===== src/rtl/cbf_pkg.sv =====
package cbf_pkg;

  localparam int unsigned FifoDepthDef = 16;

  localparam logic [7:0] CH_LF = 8'h0A;
  localparam logic [7:0] CH_CR = 8'h0D;

  typedef enum logic [1:0] {
    ACT_RX    = 2'd0,
    ACT_POP   = 2'd1,
    ACT_WRITE = 2'd2,
    ACT_CLEAR = 2'd3
  } action_e;

  typedef enum logic [1:0] {
    KIND_LINE    = 2'd0,
    KIND_POP     = 2'd1,
    KIND_EMPTY   = 2'd2,
    KIND_CLEARED = 2'd3
  } kind_e;

  // Commands from the controller to the datapath.
  typedef struct packed {
    logic capture;  // latch the input word and start the FIFO read
    logic execute;  // update state and load the first result
    logic send_cr;  // load the carriage return of a newline write
  } cbf_cmd_t;

  // Status from the datapath to the controller.
  typedef struct packed {
    logic cr_pending;
  } cbf_status_t;

endpackage


===== src/rtl/cbf_ram.sv =====
module cbf_ram #(
  parameter int unsigned WIDTH = 8,
  parameter int unsigned DEPTH = 16,
  localparam int unsigned AW = (DEPTH > 1) ? $clog2(DEPTH) : 1
) (
  input  logic             clk_i,
  input  logic             we_i,
  input  logic [AW-1:0]    waddr_i,
  input  logic [WIDTH-1:0] wdata_i,
  input  logic             re_i,
  input  logic [AW-1:0]    raddr_i,
  output logic [WIDTH-1:0] rdata_o
);

  logic [WIDTH-1:0] mem_q [DEPTH];
  logic [WIDTH-1:0] rdata_q;

  always_ff @(posedge clk_i) begin
    if (we_i) begin
      mem_q[waddr_i] <= wdata_i;
    end
    if (re_i) begin
      rdata_q <= mem_q[raddr_i];
    end
  end

  assign rdata_o = rdata_q;

endmodule


===== src/rtl/cbf_ctrl.sv =====
module cbf_ctrl
  import cbf_pkg::*;
(
  input  logic        clk_i,
  input  logic        rst_ni,
  input  logic        in_valid_i,
  output logic        in_ready_o,
  output logic        out_valid_o,
  input  logic        out_ready_i,
  input  cbf_status_t status_i,
  output cbf_cmd_t    cmd_o
);

  typedef enum logic [1:0] {
    ST_IDLE,
    ST_EXEC,
    ST_OUT
  } state_e;

  state_e state_q;
  logic   in_ready_q;
  logic   out_valid_q;

  always_comb begin
    cmd_o         = '0;
    cmd_o.capture = in_valid_i & in_ready_q;
    cmd_o.execute = (state_q == ST_EXEC);
    cmd_o.send_cr = (state_q == ST_OUT) & out_ready_i & status_i.cr_pending;
  end

  always_ff @(posedge clk_i or negedge rst_ni) begin
    if (!rst_ni) begin
      state_q     <= ST_IDLE;
      in_ready_q  <= 1'b1;
      out_valid_q <= 1'b0;
    end else begin
      unique case (state_q)
        ST_IDLE: begin
          if (in_valid_i) begin
            in_ready_q <= 1'b0;
            state_q    <= ST_EXEC;
          end
        end
        ST_EXEC: begin
          out_valid_q <= 1'b1;
          state_q     <= ST_OUT;
        end
        ST_OUT: begin
          // A newline write keeps the output busy for its second word.
          if (out_ready_i && !status_i.cr_pending) begin
            out_valid_q <= 1'b0;
            in_ready_q  <= 1'b1;
            state_q     <= ST_IDLE;
          end
        end
        default: begin
          state_q <= ST_IDLE;
        end
      endcase
    end
  end

  assign in_ready_o  = in_ready_q;
  assign out_valid_o = out_valid_q;

endmodule


===== src/rtl/cbf_dp.sv =====
module cbf_dp
  import cbf_pkg::*;
#(
  parameter int unsigned FIFO_DEPTH = FifoDepthDef
) (
  input  logic        clk_i,
  input  logic        rst_ni,
  input  cbf_cmd_t    cmd_i,
  output cbf_status_t status_o,
  input  logic [1:0]  action_i,
  input  logic [7:0]  data_byte_i,
  output logic [1:0]  result_kind_o,
  output logic [7:0]  out_byte_o,
  output logic        dropped_o,
  output logic [4:0]  fifo_level_o,
  output logic [31:0] sent_count_o,
  output logic        last_o
);

  localparam int unsigned IDX_W = (FIFO_DEPTH > 1) ? $clog2(FIFO_DEPTH) : 1;
  localparam int unsigned LVL_RAW = $clog2(FIFO_DEPTH + 1);
  localparam int unsigned LVL_W = (LVL_RAW > 5) ? LVL_RAW : 5;
  localparam logic [IDX_W-1:0] IdxLast = IDX_W'(FIFO_DEPTH - 1);
  localparam logic [LVL_W-1:0] LvlFull = LVL_W'(FIFO_DEPTH);

  action_e          act_q;
  logic [7:0]       byte_q;
  logic [IDX_W-1:0] rd_idx_q, rd_idx_d;
  logic [IDX_W-1:0] wr_idx_q, wr_idx_d;
  logic [LVL_W-1:0] level_q, level_d;
  logic [31:0]      cnt_q, cnt_d;
  logic             cr_pend_q, cr_pend_d;

  logic [1:0]       kind_q, kind_d;
  logic [7:0]       obyte_q, obyte_d;
  logic             drop_q, drop_d;
  logic [4:0]       olevel_q, olevel_d;
  logic [31:0]      ocnt_q, ocnt_d;
  logic             last_q, last_d;

  logic             ram_we;
  logic [7:0]       ram_rdata;
  logic             full;
  logic             empty;

  assign full  = (level_q == LvlFull);
  assign empty = (level_q == '0);
  assign ram_we = cmd_i.execute && (act_q == ACT_RX) && !full;

  cbf_ram #(
    .WIDTH(8),
    .DEPTH(FIFO_DEPTH)
  ) u_ram (
    .clk_i   (clk_i),
    .we_i    (ram_we),
    .waddr_i (wr_idx_q),
    .wdata_i (byte_q),
    .re_i    (cmd_i.capture),
    .raddr_i (rd_idx_q),
    .rdata_o (ram_rdata)
  );

  always_comb begin
    rd_idx_d  = rd_idx_q;
    wr_idx_d  = wr_idx_q;
    level_d   = level_q;
    cnt_d     = cnt_q;
    cr_pend_d = cr_pend_q;
    kind_d    = kind_q;
    obyte_d   = obyte_q;
    drop_d    = drop_q;
    olevel_d  = olevel_q;
    ocnt_d    = ocnt_q;
    last_d    = last_q;

    if (cmd_i.execute) begin
      kind_d  = KIND_LINE;
      obyte_d = 8'h00;
      drop_d  = 1'b0;
      last_d  = 1'b1;
      unique case (act_q)
        ACT_RX: begin
          obyte_d = byte_q;
          if (full) begin
            drop_d = 1'b1;
          end else begin
            wr_idx_d = (wr_idx_q == IdxLast) ? '0 : wr_idx_q + 1'b1;
            level_d  = level_q + 1'b1;
          end
        end
        ACT_POP: begin
          if (empty) begin
            kind_d = KIND_EMPTY;
          end else begin
            kind_d   = KIND_POP;
            obyte_d  = ram_rdata;
            rd_idx_d = (rd_idx_q == IdxLast) ? '0 : rd_idx_q + 1'b1;
            level_d  = level_q - 1'b1;
          end
        end
        ACT_WRITE: begin
          cnt_d   = cnt_q + 32'd1;
          obyte_d = byte_q;
          if (byte_q == CH_LF) begin
            last_d    = 1'b0;
            cr_pend_d = 1'b1;
          end
        end
        ACT_CLEAR: begin
          kind_d = KIND_CLEARED;
          cnt_d  = 32'd0;
        end
      endcase
      olevel_d = level_d[4:0];
      ocnt_d   = cnt_d;
    end else if (cmd_i.send_cr) begin
      cnt_d     = cnt_q + 32'd1;
      cr_pend_d = 1'b0;
      kind_d    = KIND_LINE;
      obyte_d   = CH_CR;
      drop_d    = 1'b0;
      ocnt_d    = cnt_d;
      last_d    = 1'b1;
    end
  end

  always_ff @(posedge clk_i or negedge rst_ni) begin
    if (!rst_ni) begin
      rd_idx_q  <= '0;
      wr_idx_q  <= '0;
      level_q   <= '0;
      cnt_q     <= '0;
      cr_pend_q <= 1'b0;
    end else begin
      rd_idx_q  <= rd_idx_d;
      wr_idx_q  <= wr_idx_d;
      level_q   <= level_d;
      cnt_q     <= cnt_d;
      cr_pend_q <= cr_pend_d;
    end
  end

  always_ff @(posedge clk_i) begin
    if (cmd_i.capture) begin
      act_q  <= action_e'(action_i);
      byte_q <= data_byte_i;
    end
    kind_q   <= kind_d;
    obyte_q  <= obyte_d;
    drop_q   <= drop_d;
    olevel_q <= olevel_d;
    ocnt_q   <= ocnt_d;
    last_q   <= last_d;
  end

  assign status_o.cr_pending = cr_pend_q;

  assign result_kind_o = kind_q;
  assign out_byte_o    = obyte_q;
  assign dropped_o     = drop_q;
  assign fifo_level_o  = olevel_q;
  assign sent_count_o  = ocnt_q;
  assign last_o        = last_q;

endmodule


===== src/rtl/console_byte_fifo_with_crlf.sv =====
// The accepting edge registers the input word and starts the registered FIFO memory
// read; the execute state then loads the first result word into the output register.
// A new input word is taken only after the output has taken every result word of the
// last one, two words for a written newline, so output stalls hold back the input.
// Reset (rst_ni, asynchronous, active low) clears the FIFO indices, the level, the sent
// counter and the control state; FIFO memory contents are not cleared.
module console_byte_fifo_with_crlf
  import cbf_pkg::*;
#(
  parameter int unsigned FIFO_DEPTH = FifoDepthDef
) (
  input  logic        clk_i,
  input  logic        rst_ni,
  input  logic        in_valid_i,
  output logic        in_ready_o,
  input  logic [1:0]  action_i,
  input  logic [7:0]  data_byte_i,
  output logic        out_valid_o,
  input  logic        out_ready_i,
  output logic [1:0]  result_kind_o,
  output logic [7:0]  out_byte_o,
  output logic        dropped_o,
  output logic [4:0]  fifo_level_o,
  output logic [31:0] sent_count_o,
  output logic        last_o
);

  cbf_cmd_t    cmd;
  cbf_status_t status;

  cbf_ctrl u_ctrl (
    .clk_i       (clk_i),
    .rst_ni      (rst_ni),
    .in_valid_i  (in_valid_i),
    .in_ready_o  (in_ready_o),
    .out_valid_o (out_valid_o),
    .out_ready_i (out_ready_i),
    .status_i    (status),
    .cmd_o       (cmd)
  );

  cbf_dp #(
    .FIFO_DEPTH(FIFO_DEPTH)
  ) u_dp (
    .clk_i         (clk_i),
    .rst_ni        (rst_ni),
    .cmd_i         (cmd),
    .status_o      (status),
    .action_i      (action_i),
    .data_byte_i   (data_byte_i),
    .result_kind_o (result_kind_o),
    .out_byte_o    (out_byte_o),
    .dropped_o     (dropped_o),
    .fifo_level_o  (fifo_level_o),
    .sent_count_o  (sent_count_o),
    .last_o        (last_o)
  );

endmodule


===== config.mk =====
export PLATFORM = sky130hd
export DESIGN_NAME = console_byte_fifo_with_crlf
export DESIGN_NICKNAME = d
export VERILOG_FILES = /design/src/rtl/cbf_pkg.sv /design/src/rtl/cbf_ram.sv /design/src/rtl/cbf_ctrl.sv /design/src/rtl/cbf_dp.sv /design/src/rtl/console_byte_fifo_with_crlf.sv
export SDC_FILE = /design/constraint.sdc
export NUM_CORES = 1
export LEC_CHECK = 0
export BUFFER_PORTS_ARGS = -buffer_cell sky130_fd_sc_hd__buf_4
export CAP_MARGIN = 20
export CORE_AREA = 2 2 167 169
export CTS_CLUSTER_DIAMETER = 60
export DETAILED_ROUTE_END_ITERATION = 10
export DIE_AREA = 0 0 169 171
export PLACE_DENSITY = 0.66
export SYNTH_ARGS = -nofsm -noshare
export SYNTH_HDL_FRONTEND = slang
export SYNTH_HIERARCHICAL = 1
export SYNTH_SLANG_ARGS = --single-unit

===== constraint.sdc =====
create_clock -name clk_i -period 6.5 [get_ports clk_i]
set_input_delay 0.325 -clock clk_i [delete_from_list [all_inputs] [get_ports clk_i]]
set_output_delay 0.325 -clock clk_i [all_outputs]
set_load 0.02 [all_outputs]

==> impl_metrics.csv, run 1 <==
group,metric,value,unit
critical_path,cp-end-kind,"register",
timing,fin_setup_tns,0,ps
grt,antenna_found_initial,0,
timing,max_freq,298,MHz
cts,cts_root_buffer,"clkbuf_16",
synthesis,syn_inst,733,
cells_and_area,layout-drive-gt1-share,19.2,%
cells_and_area,final_common_cell,"edfxtp_1",
critical_path,critical_path_class,"register to register",
worst_hold_path,min_path_type,"input pin to register",
timing,fin_crit,3360,ps
cells_and_area,final_nets,823,
cts,htreeDepth,1,
synthesis,synth_edf_count,195,
worst_hold_path,hold_start,"in_valid_i",
cells_and_area,mostFrequentLayoutCells,"edfxtp_1, buf_4, nor2_1",
cts,clk_pin_slew,60,ps
cts,cts_sinks,245,
place,hpwlAfterDp,13.7,mm
pwr,p_leak,0.00432,µW
pwr,powerDensity,380,nW/µm²
timing,finalSetupViolCount,0,
synthesis,synth_area,10700,µm²
grt,grt-ovfl-total,0,
cts,cts_setup_buffers,0,
drt,drt_iter0_drc,590,
synthesis,ys.flop_type,"edfxtp_1",
synthesis,synth_adder_area_share,0.587,%
floorplan,io_pins,65,
drt,post_drt_via_cell_ratio,5.48,
floorplan,die_h,171,µm
critical_path,max_stage_delay,690,ps
floorplan,start_util,39.0,%
drt,wl,22.3,mm
critical_path,crit_chain,"inv_1 -> ha_1 -> nor4bb_1 -> nor3_2 -> nand2_1 -> inv_1 -> or3b_2 -> nor2_1",
synthesis,yosysUniqueCellTypes,62,
synthesis,synth_top_family_by_area,"simple AND/OR/NAND/NOR gates",
floorplan,fp.dieW,169,µm
grt,grt_max_degree,54,
floorplan,die_area,28900,µm²
synthesis,syn_area_per_cell,14.5,µm²
cts,cts_tree,"yes",
run,max-cap-violations,0,
cts,clock_path_buffers,3,
cts,cts_resized,0,
place,gp_congestion,0.818,
critical_path,reg2reg_from,"u_dp/level_q[0]",
grt,grt_pass1_vias,6025,
synthesis,yosysWarnings,6,
critical_path,critical_path_required,6660,ps
cts,cts_inserted_buffers,26,
drt,drt-pass1-iter-count,4,
drt,num_vias,6410,
floorplan,core_area,27300,µm²
synthesis,synth_xor_area_share,2.63,%
place,port_buffers,64,
run_status,status,"completed",
critical_path,startpoint_type,"register",
worst_hold_path,hold_path_depth,3,
critical_path,critPathArrivalTime,3520,ps
drt,drtAntennaViolNets,0,
grt,gr-usage-all-layers,15.3,%
timing,relSlewSlack,36.5,%
timing,final_max_slew_viol_count,0,
timing,skew,16.8,ps
drt,drcViolationCount,0,
synthesis,yosys_register_bits,245,
pwr,ir_worst_vdd,242,µV
cells_and_area,num_antenna_cells,0,
timing,hold_viol,0,
floorplan,num_rows,61,
synthesis,ys_async_sr_fraction,20.4,%
synthesis,yosys.area_share.simple,12.0,%
critical_path,timing.rr.end,"u_dp/u_ram/mem_q[3][2]",
worst_hold_path,worstHoldEndpoint,"u_ctrl/state_q[0]",
synthesis,seq_area_frac_synth,66.7,%
critical_path,crit_fanout,9,
timing,min_period_over_period,51.7,%
cells_and_area,areaGrowthSynthToFinish,16.0,%
place,post-place-ws,2870,ps
synthesis,yosys-mux-area-fraction,7.98,%
timing,rsz0062_at_grt,"no",
critical_path,cpMostUsedCell,"inv_1",
grt,grt_pass1_wl,34.4,mm
synthesis,synth_compound_area_share,7.40,%
drt,wl_per_cell,19.0,µm
timing,setup_ws,3140,ps
synthesis,synth_fp_nets,752,
cts,clock_latency,540,ps
critical_path,cpMaxStageDelayCell,"nor2_1",
critical_path,reg2regPathDepth,8,
timing,worstMarginPinSlew,948,ps
critical_path,r2r_slack,3140,ps
-- power by group --
part	internal, µW	switching [µW]	total, µW	leakage (µW)
clock network	768	588	1360	0.000386
logic	490	632	1120	0.00154
registers	1970	241	2220	0.00240
total	3230	1460	4690	0.00432
-- metal layers --
metal | wire length (µm) | global-route usage, % | vias to the layer above | part of all wire, %
met5 | 0 | 0 | - | 0
met4 | 424 | 3.79 | 0 | 1.9
met3 | 1290 | 2.41 | 29 | 5.8
met2 | 10500 | 24.9 | 221 | 47
met1 | 10100 | 21.8 | 3203 | 45
li1 | - | - | 2957 | -
-- cells by family (layout without fill, tap and decap cells) --
group / count (synthesis) / in the layout
AOI/OAI and AO/OA: 126 / 126
adders and majority gates: 5 / 5
muxes: 39 / 39
DFF: 245 / 245
buffers and inverters: 57 / 148
xor gates and xnor gates: 32 / 32
and+or+nand+nor: 229 / 229
-- cell type report --
class,count,area [µm²]
multi-input combinational,431,3280
clock inverter,11,82.6
sequential,245,7110
timing repair buffer,84,683
clock buffer,37,712
inverter,16,60.1
fill,2419,15000
tap,346,433
-- Yosys cell counts (3+ instances only) --
| cell | n | share of area [%] |
|---|---|---|
| edfxtp_1 | 195 | 55 |
| buf_2 | 12 | 0.56 |
| a22oi_1 | 19 | 1.3 |
| or3_1 | 9 | 0.53 |
| inv_1 | 15 | 0.53 |
| clkdlybuf4s25_2 | 3 | 0.28 |
| xor2_1 | 13 | 1.1 |
| nand2b_1 | 8 | 0.47 |
| mux4_2 | 18 | 3.8 |
| nor3_2 | 3 | 0.28 |
| a31oi_1 | 5 | 0.29 |
| nand3_1 | 17 | 0.80 |
| clkbuf_1 | 19 | 0.67 |
| nor3_1 | 12 | 0.56 |
| nand4_1 | 18 | 1.1 |
| and2_1 | 6 | 0.35 |
| buf_6 | 4 | 0.42 |
| ha_1 | 5 | 0.59 |
| o31ai_1 | 15 | 1.1 |
| xnor2_1 | 19 | 1.6 |
| o211ai_1 | 3 | 0.21 |
| nand2_1 | 45 | 1.6 |
| a22o_1 | 6 | 0.49 |
| mux4_1 | 14 | 3.5 |
| a21o_1 | 5 | 0.35 |
| nor2b_1 | 14 | 0.82 |
| or4_1 | 4 | 0.28 |
| mux2_2 | 6 | 0.63 |
| and3_1 | 5 | 0.29 |
| nor4_2 | 3 | 0.35 |
| dfrtp_1 | 49 | 12 |
| o21ai_0 | 36 | 1.7 |
| nor2_1 | 61 | 2.1 |
| and4_1 | 4 | 0.33 |
| a21oi_1 | 30 | 1.4 |
-- stage by stage --
| stage | std cells | instance area (µm²) | hold WS, ps | power [µW] | utilization, % |
|---|---|---|---|---|---|
| after global placement | 1108 | 11400 | 413 | 3340 | 41.7 |
| after CTS | 1167 | 12300 | 64.5 | 4720 | 45.1 |
| after global routing | 1170 | 12400 | 77.2 | 4920 | 45.2 |
| after floorplan | 733 | 10700 | 29.4 | 2980 | - |
| after detailed placement | 1108 | 11400 | 411 | 3360 | 41.7 |
| final | 1170 | 12400 | 80.1 | 4690 | 45.2 |
-- state kept, by name, summed over array words and instances (netlist names), 2 cells and up --
register	cells
u_ctrl/state_q	2
u_dp/act_q	2
u_dp/byte_q	8
u_dp/cnt_q	32
u_dp/fifo_level_o	5
u_dp/level_q	5
u_dp/out_byte_o	8
u_dp/rd_idx_q	4
u_dp/result_kind_o	2
u_dp/sent_count_o	32
u_dp/u_ram/mem_q	128
u_dp/u_ram/rdata_o	8
u_dp/wr_idx_q	4
-- worst max-delay path, delay by kind of cell (launching register included) --
kind / cells / cell delay (ps)
simple gates: 5 / 2040
flops: 1 / 470
fa+ha+maj: 1 / 240
buf+inv: 2 / 230
-- worst max-delay path by stage --
stage | from | to | slack [ps] | cells past startpoint
3_5_place_dp | u_ctrl/state_q[0] | u_dp/cnt_q[29] | 2870 | 8
6_report | u_dp/level_q[0] | u_dp/u_ram/mem_q[3][2] | 3140 | 8
4_1_cts | u_ctrl/state_q[0] | u_dp/cnt_q[29] | 2860 | 8
5_1_grt | u_dp/level_q[0] | u_dp/u_ram/mem_q[3][7] | 2910 | 8
2_1_floorplan | u_ctrl/state_q[0] | u_dp/cnt_q[11] | 3340 | 8
3_3_place_gp | u_ctrl/state_q[0] | u_dp/cnt_q[31] | 3010 | 8
-- repair_timing --
item | 4_1_cts | 5_1_grt
hold buffers | 11 | 0
setup endpoints to repair | 0 | 0
hold endpoints to repair | 59 | 0
(Power assumes the default switching activity.)
==> inputs of run 2 (changes only) <==
--- a/config.mk
+++ b/config.mk
@@ -11,7 +11,7 @@
 export CTS_CLUSTER_DIAMETER = 60
 export DETAILED_ROUTE_END_ITERATION = 10
 export DIE_AREA = 0 0 169 171
-export PLACE_DENSITY = 0.66
+export PLACE_DENSITY = 0.68
 export SYNTH_ARGS = -nofsm -noshare
 export SYNTH_HDL_FRONTEND = slang
 export SYNTH_HIERARCHICAL = 1
==> constraint.sdc (replaced) <==
create_clock -name clk_i -period 2.72 [get_ports clk_i]
set_input_delay 0.136 -clock clk_i [delete_from_list [all_inputs] [get_ports clk_i]]
set_output_delay 0.136 -clock clk_i [all_outputs]
set_load 0.02 [all_outputs]
==> impl_metrics.csv, run 2 (same netlist as run 1, synthesis figures left out) <==
group,metric,value,unit
timing,relSlewSlack,44.5,%
pwr,power.switching,3650,µW
drt,drtAntennaViolNets,0,
critical_path,crit_buf_inv,3,
pwr,p_comb_share,25.2,%
cells_and_area,final_nets,854,
cts,cts_inserted_buffers,27,
grt,grt_pass1_vias,6342,
critical_path,timing.rr.end,"u_dp/u_ram/mem_q[10][0]",
timing,fin_crit,2470,ps
timing,worstMarginPinSlew,827,ps
critical_path,crit_fanout,8,
pwr,powerDensity,932,nW/µm²
critical_path,crit_cells,9,
critical_path,crit_chain,"inv_1 -> ha_1 -> nor4bb_1 -> nor3_2 -> nand2_1 -> inv_1 -> buf_4 -> nand3b_1 -> nor2_1",
cts,cts_root_buffer,"clkbuf_16",
cts,cts_sinks,245,
timing,final_max_slew_viol_count,0,
floorplan,core_area,27300,µm²
critical_path,max_stage_delay,670,ps
drt,drt-pass1-iter-count,5,
critical_path,cp-end-kind,"register",
timing,skew,14.1,ps
critical_path,cp_top_family,"simple AND/OR/NAND/NOR gates",
timing,min_period_over_period,90.7,%
run_status,status,"completed",
critical_path,r2r_slack,250,ps
drt,wl,22.4,mm
critical_path,crit_start,"u_dp/level_q[0]",
drt,drcViolationCount,0,
grt,gr-usage-all-layers,15.6,%
grt,grt_max_degree,53,
place,port_buffers,64,
cts,htreeDepth,1,
cts,clock_latency,540,ps
cells_and_area,num_antenna_cells,0,
drt,drt_iter0_drc,527,
cells_and_area,final_common_cell,"edfxtp_1",
cts,clock_path_buffers,3,
pwr,ir_worst_vdd,587,µV
place,gp_congestion,0.870,
critical_path,startpoint_type,"register",
floorplan,start_util,39.0,%
grt,grt_pass1_wl,35.4,mm
floorplan,fp.dieW,169,µm
critical_path,critPathArrivalTime,2620,ps
cts,clk_pin_slew,60,ps
cells_and_area,stdcell_area,12700,µm²
cells_and_area,areaGrowthSynthToFinish,19.6,%
critical_path,critical_path_required,2880,ps
floorplan,num_rows,61,
pwr,pwr-share-seq,43.9,%
pwr,internal_power,8220,µW
drt,wl_per_cell,18.7,µm
drt,post_drt_via_cell_ratio,5.41,
cts,cts_resized,0,
cells_and_area,mostFrequentLayoutCells,"edfxtp_1, buf_4, nor2_1",
worst_hold_path,min_path_type,"input pin to asynchronous set/reset pin",
timing,finalSetupViolCount,0,
drt,num_vias,6502,
critical_path,cpMaxStageDelayCell,"nor2_1",
floorplan,die_area,28900,µm²
pwr,swShare,30.8,%
pwr,clkPwrFrac,30.9,%
critical_path,endpoint,"u_dp/u_ram/mem_q[10][0]",
pwr,p_leak,0.00454,µW
place,hpwlAfterDp,15.1,mm
grt,grt-ovfl-total,0,
cells_and_area,largest_register_ffs,128,
place,post_dp_cell_area,11700,µm²
run,max-cap-violations,0,
grt,antenna_found_initial,0,
critical_path,cpMostUsedCell,"inv_1",
critical_path,reg2regPathDepth,9,
place,numPlacedInstances,1138,
floorplan,die_h,171,µm
timing,max_freq,405,MHz
timing,rsz0062_at_grt,"no",
timing,hold_viol,0,
cells_and_area,final_cells,1202,
cells_and_area,layout-drive-gt1-share,22.9,%
critical_path,reg2reg_from,"u_dp/level_q[0]",
cts,cts_tree,"yes",
cells_and_area,top_register,"u_dp/u_ram/mem_q",
critical_path,critical_path_class,"register to register",
floorplan,io_pins,65,
==> run 2: through the flow <==
step / utilization, % / setup WS, ps / power [µW] / TNS (ps) / hold WS [ps]
final: 46.6 / 252 / 11900 / 0 / 194
after global routing: 46.6 / 105 / 12400 / 0 / 248
after CTS: 46.6 / 70.4 / 12000 / 0 / 199
after detailed placement: 42.8 / 94.4 / 8260 / 0 / 223
after global placement: 42.8 / 242 / 8200 / 0 / 223
after floorplan: - / -38.2 / 7130 / -918 / -160
==> run 2: worst min-delay path by stage <==
stage / slack (ps) / cells after the start / start / end
CTS: 200 / 2 / rst_ni / u_dp/wr_idx_q[0]
finish: 190 / 2 / rst_ni / u_dp/cnt_q[30]
detailed placement: 220 / 1 / rst_ni / u_dp/cnt_q[29]
floorplan: -160 / 0 / rst_ni / u_ctrl/out_valid_o
global route: 250 / 2 / rst_ni / u_dp/cnt_q[30]
global placement: 220 / 1 / rst_ni / u_dp/cnt_q[29]
==> run 2: what timing repair did <==
item | CTS | global route
setup buffers | 0 | 0
hold endpoints to repair | 62 | 0
hold buffers | 13 | 0
==> run 2: area by class of cell <==
class                           instances  area, µm²
Timing Repair Buffer                  114        923
Sequential cell                       245       7110
Multi-Input combinational cell        431       3300
Fill cell                            2399      14600
Clock buffer                           32        704
Inverter                               16       61.3
Clock inverter                         18        206
Tap cell                              346        433
==> run 2: routing by layer <==
metal	up-vias	part of all wire [%]	GRT usage, %
met4	0	2.3	3.98
met3	38	6.0	3.17
li1	3024	-	-
met1	3233	44	21.2
met2	207	47	25.8
met5	-	0	0
==> run 2: power groups by stage <==
stage	Clock (µW)	Combinational, µW	Sequential (µW)
after CTS	3750	3000	5210
after floorplan	0	1790	5340
after global routing	3880	3250	5280
final	3670	2990	5210
after global placement	0	2930	5260
after detailed placement	0	2980	5280
==> inputs of run 3 (changes only) <==
--- a/config.mk
+++ b/config.mk
@@ -11,6 +11,7 @@
 export CTS_CLUSTER_DIAMETER = 60
 export DETAILED_ROUTE_END_ITERATION = 10
 export DIE_AREA = 0 0 169 171
+export MAX_ROUTING_LAYER = met4
 export PLACE_DENSITY = 0.68
 export SYNTH_ARGS = -nofsm -noshare
 export SYNTH_HDL_FRONTEND = slang
==> impl_metrics.csv, run 3 (same netlist as run 1, synthesis figures left out) <==
group,metric,value,unit
run_status,status,"completed",
worst_hold_path,min_path_type,"input pin to asynchronous set/reset pin",
grt,antenna_found_initial,0,
cts,cts_sinks,245,
critical_path,reg2regPathDepth,9,
floorplan,start_util,39.0,%
critical_path,critPathArrivalTime,2630,ps
critical_path,crit_fanout,8,
timing,setup_ws,259,ps
pwr,powerDensity,931,nW/µm²
timing,hold_viol,0,
grt,gr-usage-all-layers,16.1,%
timing,min_period_over_period,90.5,%
cells_and_area,num_antenna_cells,0,
cells_and_area,fillers,2399,
drt,num_vias,6491,
drt,drcViolationCount,0,
drt,post_drt_via_cell_ratio,5.40,
timing,skew,13.5,ps
cells_and_area,layout-drive-gt1-share,22.9,%
cts,clk_pin_slew,60,ps
grt,grt_max_degree,53,
cts,clock_path_buffers,3,
cts,clock_latency,540,ps
critical_path,critical_path_class,"register to register",
floorplan,core_area,27300,µm²
drt,wl_met1,9.94,mm
cells_and_area,final_common_cell,"edfxtp_1",
drt,drt-pass1-iter-count,5,
drt,drt_iter0_drc,508,
cells_and_area,final_nets,854,
critical_path,cp-end-kind,"register",
place,port_buffers,64,
place,post-place-ws,94.4,ps
drt,wl_per_cell,18.6,µm
run,max-cap-violations,0,
drt,dr_wl_met2,10.6,mm
drt,top_layer_used,"met4",
drt,wl,22.4,mm
cts,cts_inserted_buffers,27,
pwr,ir_worst_vdd,589,µV
drt,wl_met3,1.31,mm
grt,grt_pass1_wl,35.4,mm
critical_path,r2r_slack,260,ps
timing,rsz0062_at_grt,"no",
grt,grt-ovfl-total,0,
floorplan,die_h,171,µm
cells_and_area,largest_register_ffs,128,
timing,max_freq,406,MHz
timing,finalSetupViolCount,0,
cts,cts_resized,0,
pwr,p_leak,0.00454,µW
cells_and_area,top_register,"u_dp/u_ram/mem_q",
timing,final_max_slew_viol_count,0,
timing,relSlewSlack,44.4,%
place,hpwlAfterDp,15.1,mm
timing,fin_setup_tns,0,ps
critical_path,critical_path_required,2890,ps
floorplan,die_area,28900,µm²
drt,drtAntennaViolNets,0,
floorplan,io_pins,65,
timing,fin_crit,2460,ps
floorplan,num_rows,61,
critical_path,startpoint_type,"register",
floorplan,fp.dieW,169,µm
cts,cts_root_buffer,"clkbuf_16",
grt,grt_pass1_vias,6350,
cells_and_area,areaGrowthSynthToFinish,19.6,%
cts,htreeDepth,1,
cells_and_area,mostFrequentLayoutCells,"edfxtp_1, buf_4, nor2_1",
cts,cts_tree,"yes",
timing,worstMarginPinSlew,827,ps
place,gp_congestion,0.884,
## run 3: path summary, 6_finish.rpt
kind / to / start
hold / removal: u_dp/cnt_q[30] / rst_ni
setup reg to reg: u_dp/u_ram/mem_q[6][3] / u_dp/level_q[0]
min in group clk_i: u_dp/byte_q[0] / data_byte_i[0]
hold reg to reg: u_dp/cnt_q[24] / u_dp/cnt_q[24]
setup / recovery: u_dp/u_ram/mem_q[6][3] / u_dp/level_q[0]
max in group asynchronous: u_dp/rd_idx_q[0] / rst_ni
## run 3: timing repair
action / in CTS / in global routing
hold buffers: 13 / 0
endpoints found under the hold margin: 62 / 0
buffers inserted: 0 / 0
## run 3: layer usage
metal  vias up  track usage, %
li1       3020               -
met1      3221            21.2
met2       209            25.9
met3        41            3.15
met4         0            3.98
met5         -               -
## run 3: worst max-delay path: stages, from the launching register on
cell,delay (ps)
dfrtp_1,340
inv_1,50
ha_1,190
nor4bb_1,170
nor3_2,180
nand2_1,90
inv_1,90
nand3b_1,170
buf_4,200
nor2_1,610
## run 3: area by class of cell
| class | instances | area [µm²] | area share [%] |
|---|---|---|---|
| Inverter | 16 | 61.3 | 0.481 |
| Clock buffer | 32 | 704 | 5.53 |
| Tap cell | 346 | 433 | 3.40 |
| Clock inverter | 18 | 206 | 1.62 |
| Multi-Input combinational cell | 431 | 3300 | 25.9 |
| Sequential cell | 245 | 7110 | 55.8 |
| Timing Repair Buffer | 114 | 923 | 7.25 |
## run 3: power breakdown
group / total, µW / internal [µW] / switching [µW]
logic: 2990 / 1330 / 1650
registers: 5210 / 4710 / 492
clock network: 3670 / 2170 / 1500
total: 11900 / 8220 / 3640
## run 3: metrics by stage
stage | utilization, % | power, µW | hold slack (ps) | instance area [µm²] | std cells
floorplan | - | 7130 | -160 | 10700 | 733
global placement | 42.8 | 8200 | 223 | 11700 | 1138
detailed placement | 42.8 | 8260 | 223 | 11700 | 1138
CTS | 46.6 | 12000 | 199 | 12700 | 1201
global route | 46.6 | 12400 | 248 | 12700 | 1202
finish | 46.6 | 11900 | 197 | 12700 | 1202
